<file path="src/rtl/mfmt_pkg.sv">
package mfmt_pkg;

    // fixed field widths
    localparam int unsigned ID_W     = 11;
    localparam int unsigned ANGLE_W  = 16;
    localparam int unsigned TURN_W   = 16;
    localparam int unsigned TOTAL_W  = 30;
    localparam int unsigned TEMP_W   = 8;
    localparam int unsigned OUT_IDX_W = 3;

    // reset value of the base identifier
    localparam logic [ID_W-1:0] BASE_ID_RESET = 11'd513;

    // half a turn in encoder counts, and log2 of counts per turn
    localparam logic signed [ANGLE_W-1:0] HALF_TURN = 16'sd4096;
    localparam int unsigned TURN_SHIFT = 13;

    // per-motor history kept in the state memory
    typedef struct packed {
        logic [ANGLE_W-1:0] prev_angle;
        logic [TURN_W-1:0]  revs;
        logic [ANGLE_W-1:0] offset;
    } mfmt_entry_t;

    localparam int unsigned ENTRY_W = $bits(mfmt_entry_t);

    // sequencer states
    typedef enum logic {
        ST_IDLE,
        ST_LOOKUP
    } mfmt_state_t;

endpackage

</file>
<file path="src/rtl/mfmt_ram.sv">
module mfmt_ram #(
    parameter int unsigned WIDTH = 48,
    parameter int unsigned DEPTH = 8,
    localparam int unsigned AW = (DEPTH > 1) ? $clog2(DEPTH) : 1
) (
    input  logic             aclk,
    input  logic             wr_en,
    input  logic [AW-1:0]    wr_addr,
    input  logic [WIDTH-1:0] wr_data,
    input  logic             rd_en,
    input  logic [AW-1:0]    rd_addr,
    output logic [WIDTH-1:0] rd_data
);

    logic [WIDTH-1:0] mem [DEPTH];
    logic [WIDTH-1:0] rd_data_reg;

    // write port
    always_ff @(posedge aclk) begin
        if (wr_en) begin
            mem[wr_addr] <= wr_data;
        end
    end

    // registered read port, holds until the next read
    always_ff @(posedge aclk) begin
        if (rd_en) begin
            rd_data_reg <= mem[rd_addr];
        end
    end

    assign rd_data = rd_data_reg;

endmodule

</file>
<file path="src/rtl/mfmt_unwrap.sv">
module mfmt_unwrap
    import mfmt_pkg::*;
(
    input  logic                      first,
    input  logic [ANGLE_W-1:0]        angle,
    input  mfmt_entry_t               rd_entry,
    output mfmt_entry_t               wr_entry,
    output logic signed [TOTAL_W-1:0] total
);

    logic signed [ANGLE_W-1:0] delta;
    logic                      turn_up;
    logic                      turn_down;
    logic [TURN_W-1:0]         revs_new;
    logic [TOTAL_W-1:0]        turns_scaled;
    logic [TOTAL_W-1:0]        angle_rel;

    // wrapped angle step since the previous frame
    always_comb begin
        delta     = $signed(angle - rd_entry.prev_angle);
        turn_up   = (delta <= -HALF_TURN);
        turn_down = (delta >= HALF_TURN);
    end

    // revolution count update
    always_comb begin
        if (first) begin
            revs_new = '0;
        end else if (turn_up) begin
            revs_new = rd_entry.revs + TURN_W'(1);
        end else if (turn_down) begin
            revs_new = rd_entry.revs - TURN_W'(1);
        end else begin
            revs_new = rd_entry.revs;
        end
    end

    // multi-turn angle relative to the zero offset
    always_comb begin
        turns_scaled = {revs_new[TURN_W-1], revs_new, {TURN_SHIFT{1'b0}}};
        angle_rel    = TOTAL_W'(angle) - TOTAL_W'(rd_entry.offset);
        if (first) begin
            total = '0;
        end else begin
            total = $signed(turns_scaled + angle_rel);
        end
    end

    // write-back entry
    always_comb begin
        wr_entry.prev_angle = angle;
        wr_entry.revs       = revs_new;
        wr_entry.offset     = first ? angle : rd_entry.offset;
    end

endmodule

</file>
<file path="src/rtl/motor_feedback_multiturn_tracker.sv">
// Multi-turn angle tracker for a group of CAN motors.
//
// Input channel (s_valid/s_ready): one received frame per word, an 11-bit
// standard identifier and 8 payload bytes, byte 0 in the top bits. Frames
// whose identifier is base .. base+MOTOR_COUNT-1 produce one result word on
// the m_ channel; any other identifier is taken and dropped with no result.
// Configuration: cfg_wr_en writes cfg_wr_data into the base identifier.
//
// Each matching frame is one read-modify-write of its motor's entry in the
// state memory. The memory read is registered, so a frame is accepted in the
// idle state and its result is loaded into the output register from the
// lookup state once the output register is free; no new frame is taken until
// that load. Non-matching frames are taken in the idle state with no lookup.
//
// Reset clears the base identifier to 513 and marks every motor as waiting
// for its first frame; the memory needs no clearing pass. If the receiver
// stalls, the result waits in the output register; one more frame may be
// accepted and held at the memory read until the output register frees.
module motor_feedback_multiturn_tracker
    import mfmt_pkg::*;
#(
    parameter int unsigned MOTOR_COUNT = 8
) (
    input  logic                      aclk,
    input  logic                      aresetn,
    // configuration
    input  logic                      cfg_wr_en,
    input  logic [ID_W-1:0]           cfg_wr_data,
    // frame input
    input  logic                      s_valid,
    output logic                      s_ready,
    input  logic [ID_W-1:0]           s_frame_id,
    input  logic [63:0]               s_payload,
    // result output
    output logic                      m_valid,
    input  logic                      m_ready,
    output logic [OUT_IDX_W-1:0]      m_motor_index,
    output logic [ANGLE_W-1:0]        m_encoder_angle,
    output logic signed [15:0]        m_motor_speed,
    output logic signed [15:0]        m_motor_current,
    output logic [TEMP_W-1:0]         m_motor_temperature,
    output logic signed [TURN_W-1:0]  m_turn_count,
    output logic signed [TOTAL_W-1:0] m_total_angle,
    output logic                      m_first_frame
);

    localparam int unsigned IDX_W = (MOTOR_COUNT > 1) ? $clog2(MOTOR_COUNT) : 1;

    mfmt_state_t state_reg, state_next;

    logic [ID_W-1:0]      base_id_reg;
    logic [MOTOR_COUNT-1:0] seen_reg;

    logic [ID_W-1:0]      id_diff;
    logic                 id_match;
    logic                 in_accept;
    logic                 out_load;
    logic                 ram_rd_en;
    logic                 ram_wr_en;

    // frame held across the memory read
    logic [IDX_W-1:0]     idx_reg;
    logic [OUT_IDX_W-1:0] oidx_reg;
    logic [ANGLE_W-1:0]   angle_reg;
    logic [15:0]          speed_reg;
    logic [15:0]          current_reg;
    logic [TEMP_W-1:0]    temp_reg;

    // output register
    logic                      m_valid_reg;
    logic [OUT_IDX_W-1:0]      m_index_reg;
    logic [ANGLE_W-1:0]        m_angle_reg;
    logic signed [15:0]        m_speed_reg;
    logic signed [15:0]        m_current_reg;
    logic [TEMP_W-1:0]         m_temp_reg;
    logic signed [TURN_W-1:0]  m_turns_reg;
    logic signed [TOTAL_W-1:0] m_total_reg;
    logic                      m_first_reg;

    mfmt_entry_t               rd_entry;
    mfmt_entry_t               wr_entry;
    logic signed [TOTAL_W-1:0] total;
    logic                      first;

    // identifier match against the configured base
    always_comb begin
        id_diff  = s_frame_id - base_id_reg;
        id_match = (s_frame_id >= base_id_reg) && (id_diff < ID_W'(MOTOR_COUNT));
    end

    assign in_accept = s_valid && s_ready;
    assign first     = !seen_reg[idx_reg];

    // next state
    always_comb begin
        state_next = state_reg;
        unique case (state_reg)
            ST_IDLE: begin
                if (in_accept && id_match) begin
                    state_next = ST_LOOKUP;
                end
            end
            ST_LOOKUP: begin
                if (!m_valid_reg || m_ready) begin
                    state_next = ST_IDLE;
                end
            end
            default: state_next = ST_IDLE;
        endcase
    end

    // sequencer outputs
    always_comb begin
        s_ready   = 1'b0;
        out_load  = 1'b0;
        unique case (state_reg)
            ST_IDLE:   s_ready  = 1'b1;
            ST_LOOKUP: out_load = !m_valid_reg || m_ready;
            default: begin
                s_ready  = 1'b0;
                out_load = 1'b0;
            end
        endcase
    end

    assign ram_rd_en = in_accept && id_match;
    assign ram_wr_en = out_load;

    // control registers
    always_ff @(posedge aclk) begin
        if (!aresetn) begin
            state_reg   <= ST_IDLE;
            base_id_reg <= BASE_ID_RESET;
            seen_reg    <= '0;
            m_valid_reg <= 1'b0;
        end else begin
            state_reg <= state_next;
            if (cfg_wr_en) begin
                base_id_reg <= cfg_wr_data;
            end
            if (ram_wr_en) begin
                seen_reg[idx_reg] <= 1'b1;
            end
            if (out_load) begin
                m_valid_reg <= 1'b1;
            end else if (m_ready) begin
                m_valid_reg <= 1'b0;
            end
        end
    end

    // frame capture and field decode
    always_ff @(posedge aclk) begin
        if (ram_rd_en) begin
            idx_reg     <= id_diff[IDX_W-1:0];
            oidx_reg    <= id_diff[OUT_IDX_W-1:0];
            angle_reg   <= s_payload[63:48];
            speed_reg   <= s_payload[47:32];
            current_reg <= s_payload[31:16];
            temp_reg    <= s_payload[15:8];
        end
    end

    // result word
    always_ff @(posedge aclk) begin
        if (out_load) begin
            m_index_reg   <= oidx_reg;
            m_angle_reg   <= angle_reg;
            m_speed_reg   <= $signed(speed_reg);
            m_current_reg <= $signed(current_reg);
            m_temp_reg    <= temp_reg;
            m_turns_reg   <= $signed(wr_entry.revs);
            m_total_reg   <= total;
            m_first_reg   <= first;
        end
    end

    // per-motor state memory
    mfmt_ram #(
        .WIDTH (ENTRY_W),
        .DEPTH (MOTOR_COUNT)
    ) u_state_ram (
        .aclk    (aclk),
        .wr_en   (ram_wr_en),
        .wr_addr (idx_reg),
        .wr_data (wr_entry),
        .rd_en   (ram_rd_en),
        .rd_addr (id_diff[IDX_W-1:0]),
        .rd_data (rd_entry)
    );

    // angle unwrap
    mfmt_unwrap u_unwrap (
        .first    (first),
        .angle    (angle_reg),
        .rd_entry (rd_entry),
        .wr_entry (wr_entry),
        .total    (total)
    );

    assign m_valid             = m_valid_reg;
    assign m_motor_index       = m_index_reg;
    assign m_encoder_angle     = m_angle_reg;
    assign m_motor_speed       = m_speed_reg;
    assign m_motor_current     = m_current_reg;
    assign m_motor_temperature = m_temp_reg;
    assign m_turn_count        = m_turns_reg;
    assign m_total_angle       = m_total_reg;
    assign m_first_frame       = m_first_reg;

`ifndef SYNTHESIS
    // a write-back marks the motor as seen
    assert property (@(posedge aclk) disable iff (!aresetn)
        ram_wr_en |=> seen_reg[$past(idx_reg)])
        else $error("motor not marked seen after write-back");

    // a loaded result is presented on the next cycle
    assert property (@(posedge aclk) disable iff (!aresetn)
        out_load |=> m_valid)
        else $error("loaded result not presented");

    // a first frame reports zero turns and zero total angle
    assert property (@(posedge aclk) disable iff (!aresetn)
        (m_valid && m_first_frame) |-> (m_turn_count == '0 && m_total_angle == '0))
        else $error("first frame with nonzero turns or angle");

    // a frame for another identifier leaves the sequencer idle
    assert property (@(posedge aclk) disable iff (!aresetn)
        (in_accept && !id_match) |=> (state_reg == ST_IDLE))
        else $error("unmatched frame started a lookup");
`endif

endmodule

</file>
<file path="config.mk">
export PLATFORM = sky130hd
export DESIGN_NAME = motor_feedback_multiturn_tracker
export DESIGN_NICKNAME = d
export VERILOG_FILES = /design/src/rtl/mfmt_pkg.sv /design/src/rtl/mfmt_ram.sv /design/src/rtl/mfmt_unwrap.sv /design/src/rtl/motor_feedback_multiturn_tracker.sv
export SDC_FILE = /design/constraint.sdc
export NUM_CORES = 1
export LEC_CHECK = 0
export ABC_AREA = 0
export BUFFER_PORTS_ARGS = -buffer_cell sky130_fd_sc_hd__buf_2
export CAP_MARGIN = 25
export CORE_MARGIN = 2
export CORE_UTILIZATION = 29
export CTS_CLUSTER_DIAMETER = 150
export DETAILED_ROUTE_END_ITERATION = 10
export SLEW_MARGIN = 0
export SYNTH_ARGS = -nofsm -noshare
export SYNTH_HDL_FRONTEND = slang
export SYNTH_SLANG_ARGS = --single-unit
</file>
<file path="constraint.sdc">
create_clock -name aclk -period 11.4 [get_ports aclk]
set_clock_uncertainty 0.1 [all_clocks]
set_input_delay 1.14 -clock aclk [delete_from_list [all_inputs] [get_ports aclk]]
set_output_delay 1.14 -clock aclk [all_outputs]
set_load 0.005 [all_outputs]
</file>
==> summary.md <==
| Metric | Value |
|---|---|
| Outcome | `finished, final reports clean` |
| Fmax | `0.143 GHz` |
| CP Cell Sequence | `ha_1, and2_1, o21ai_1, nand2_1, o31ai_2, o211ai_1, o21ai_0, nand3_1, o41ai_2, xnor2_1, nor2_1, ha_1, nor2b_1, o21ai_0, a21oi_1, o21ai_0, a21oi_1, a31o_2, a21o_1, a41oi_1, xnor2_1, nor2_1` |
| Worst-path clk slew | `60 ps` |
| Relative slew margins | `0.331` |
| Crit end category | `flip-flop` |
| RSZ-0062 raised after global routing | `no` |
| H-tree levels | `3` |
| Fraction of layout cells with a size suffix above 1 | `0.286` |
| Fin nets | `1815` |
| Yosys cell types | `74` |
| Critical path class | `reg2reg` |
| Final Cycle Share | `0.613` |
| Avg Synthesized Cell Area | `17.8 sq um` |
| Post-Layout Cell Count | `2865` |
| Total die area | `0.0893 sq mm` |
| Routed Antenna Nets | `0` |
| Syn-to-layout area delta | `18.8%` |
| Tightest Pin Transition | `1000 ps` |
| Netlist area before placement | `0.0252 sq mm` |
| Post-synth EDFFs | `597` |
| Post-CTS Setup Inserts | `0` |
| Register area share after synthesis | `0.728` |
| Initial antenna violation count | `0` |
| Maxcap violations | `0` |
| Via density | `4.64` |
| Maximum vdd ir drop | `100 uV` |
| Ys Warns | `0` |
| CP max stage delay | `580 ps` |
| Post-CTS Resized | `0` |
| ANT cells | `0` |
| Min-delay worst type | `reg2reg` |
| Final setup vio count | `0` |
| CTS root buf | `clkbuf_16` |
| Grt total ovfl | `0` |
| Total number of vias | `13288` |
| Final hold violation count | `0` |
| Commonest non-fill, non-tap cell in the layout | `edfxtp_1` |
| Pin count of the biggest net entering global routing | `70` |
| Crit-path max FO | `12` |
| Clock Latency Late Sink | `610 ps` |
| Port bufs | `190` |
| Async S/R FF share, synth | `0` |
| FF-to-FF setup slack | `4410 ps` |
| Max Root-Sink Buffers | `3` |
| Crit-path most repeated cell | `o21ai_0` |
| Core Region | `0.0865 sq mm` |
| P_leak | `9.67 nW` |
| Initial DRC count | `880` |
| Most used DFF post-synth | `edfxtp_1` |
| CTS tree | `built` |
| Mapped Cells | `1413` |
| Placed Cells | `2745` |
| Cts hold-fix bufs | `0` |
| CP max-delay cell | `edfxtp_1` |
| Clk sinks | `618` |
| Die H | `299 um` |
| Mapped Nets | `1567` |
| Slew Viols, Final | `0` |
| HPWL after DPL | `31.5 mm` |
| Commonest non-fill, non-tap cells in the layout | `597 x edfxtp_1, 191 x buf_2, 96 x mux4_2` |
| DRC Markers | `0` |
| Pwr dens | `161 mW/mm^2` |
| Routed WL | `54.8 mm` |
| R2R depth | `22` |
| Synth Register Bits | `618` |
| Vias in the first global route | `14009` |
| First-pass GRT wire length | `83.5 mm` |
| Overall Global Routing Usage | `0.122` |
| DR pass1 iterations | `5` |
| Hold path cells | `0` |
| Worst endpoint required time | `11650 ps` |
| Starting Density | `0.292` |
| Io pins | `199` |
| Routability cong. | `0.775` |
| Sum Neg Setup Slack | `0 ps` |
| Critical path launch point type | `flip-flop` |
| Cell row count | `108` |
| Routed WL per cell | `19.1 um` |
| Largest register FFs | `384` |
| Cts bufs inserted | `68` |
| CP Data Arrival Time | `7240 ps` |
| Final min period | `6990 ps` |
| Die width | `299 um` |
## cells in the mapped netlist (3+ instances only)
| cell | n | area [sq um] |
|---|---|---|
| a211o_1 | 3 | 26.3 |
| a21boi_0 | 3 | 22.5 |
| a21o_1 | 11 | 82.6 |
| a21oi_1 | 23 | 115 |
| a41oi_1 | 4 | 35.0 |
| and2_1 | 4 | 25.0 |
| and3_1 | 9 | 56.3 |
| and3b_1 | 3 | 26.3 |
| buf_1 | 16 | 60.1 |
| clkbuf_1 | 27 | 101 |
| dfxtp_1 | 21 | 420 |
| edfxtp_1 | 597 | 17900 |
| fa_1 | 3 | 60.1 |
| ha_1 | 60 | 751 |
| inv_1 | 68 | 255 |
| mux2_2 | 50 | 563 |
| mux2i_1 | 13 | 130 |
| mux4_2 | 96 | 2160 |
| nand2_1 | 48 | 180 |
| nand2b_1 | 13 | 81.3 |
| nand3_1 | 20 | 100 |
| nand4_1 | 5 | 31.3 |
| nand4b_1 | 3 | 26.3 |
| nor2_1 | 67 | 251 |
| nor2b_1 | 23 | 144 |
| nor3_1 | 47 | 235 |
| nor4_1 | 4 | 25.0 |
| nor4b_1 | 3 | 26.3 |
| o211ai_1 | 7 | 52.6 |
| o21a_1 | 26 | 195 |
| o21ai_0 | 35 | 175 |
| o21bai_1 | 5 | 37.5 |
| o22ai_1 | 3 | 18.8 |
| o31ai_1 | 4 | 30.0 |
| or3_1 | 7 | 43.8 |
| xnor2_1 | 25 | 219 |
| xor2_1 | 9 | 78.8 |
## cells by family (layout without fill, tap and decap cells)
group / count (synthesis) / in the layout / share of synthesized area
multiplexers: 159 / 159 / 0.113
adder cells (fa/ha/maj): 63 / 63 / 0.0322
flip-flops: 618 / 618 / 0.728
XOR/XNOR: 34 / 34 / 0.0118
AO/OA/AOI/OAI: 158 / 158 / 0.0446
buffers and inverters: 114 / 411 / 0.0174
AND/OR/NAND/NOR: 267 / 267 / 0.0533
## per-stage QoR
stage                util  hold WS (ps)  power, mW  worst slack (ps)  cell area (sq um)
floorplan               -           300       2.69              3170              25200
global placement    0.321           301       2.76              4540              27800
detailed placement  0.322           305       2.76              4440              27800
CTS                 0.346           318       4.89              4410              29900
global route        0.347           324       4.98              3780              30000
finish              0.347           317       4.82              4410              30000
## where the power goes
part	internal, mW	leakage, nW	switching, mW	total (mW)
registers	2.47	5.16	0.00209	2.47
logic	0.124	3.47	0.112	0.236
clock network	1.22	1.03	0.887	2.11
## final timing paths
check                       endpoint           start
hold reg to reg   m_motor_current[7]  current_reg[7]
setup / recovery   m_total_angle[27]    angle_reg[8]
hold / removal    m_motor_current[7]  current_reg[7]
setup reg to reg   m_total_angle[27]    angle_reg[8]
## layout make-up
type                       count  area [sq um]
tap                         1155          1450
multi-input combinational    681          6550
clock buffer                  86          1810
clock inverter                33           315
inverter                      68           255
fill                        8190         56500
timing repair buffer         224          1240
sequential                   618         18300
## worst max-delay path: cells and delay by family (launching register included)
| family | cells | cell delay, ps |
|---|---|---|
| adder cells (fa/ha/maj) | 2 | 830 |
| flip-flops | 1 | 580 |
| XOR/XNOR | 2 | 280 |
| AO/OA/AOI/OAI | 12 | 3500 |
| AND/OR/NAND/NOR | 6 | 1450 |
## per-layer routing
metal  vias to the layer above  routed length (um)  global-route usage  share of wire
met1                      6851               23700               0.154           0.43
met5                         -                   0                   0              0
met3                        74                2700              0.0252          0.049
met2                       284               27500               0.213           0.50
li1                       6079                   -                   -              -
met4                         0                 924              0.0339          0.017
Note: power is estimated with default switching activity, not from simulation.
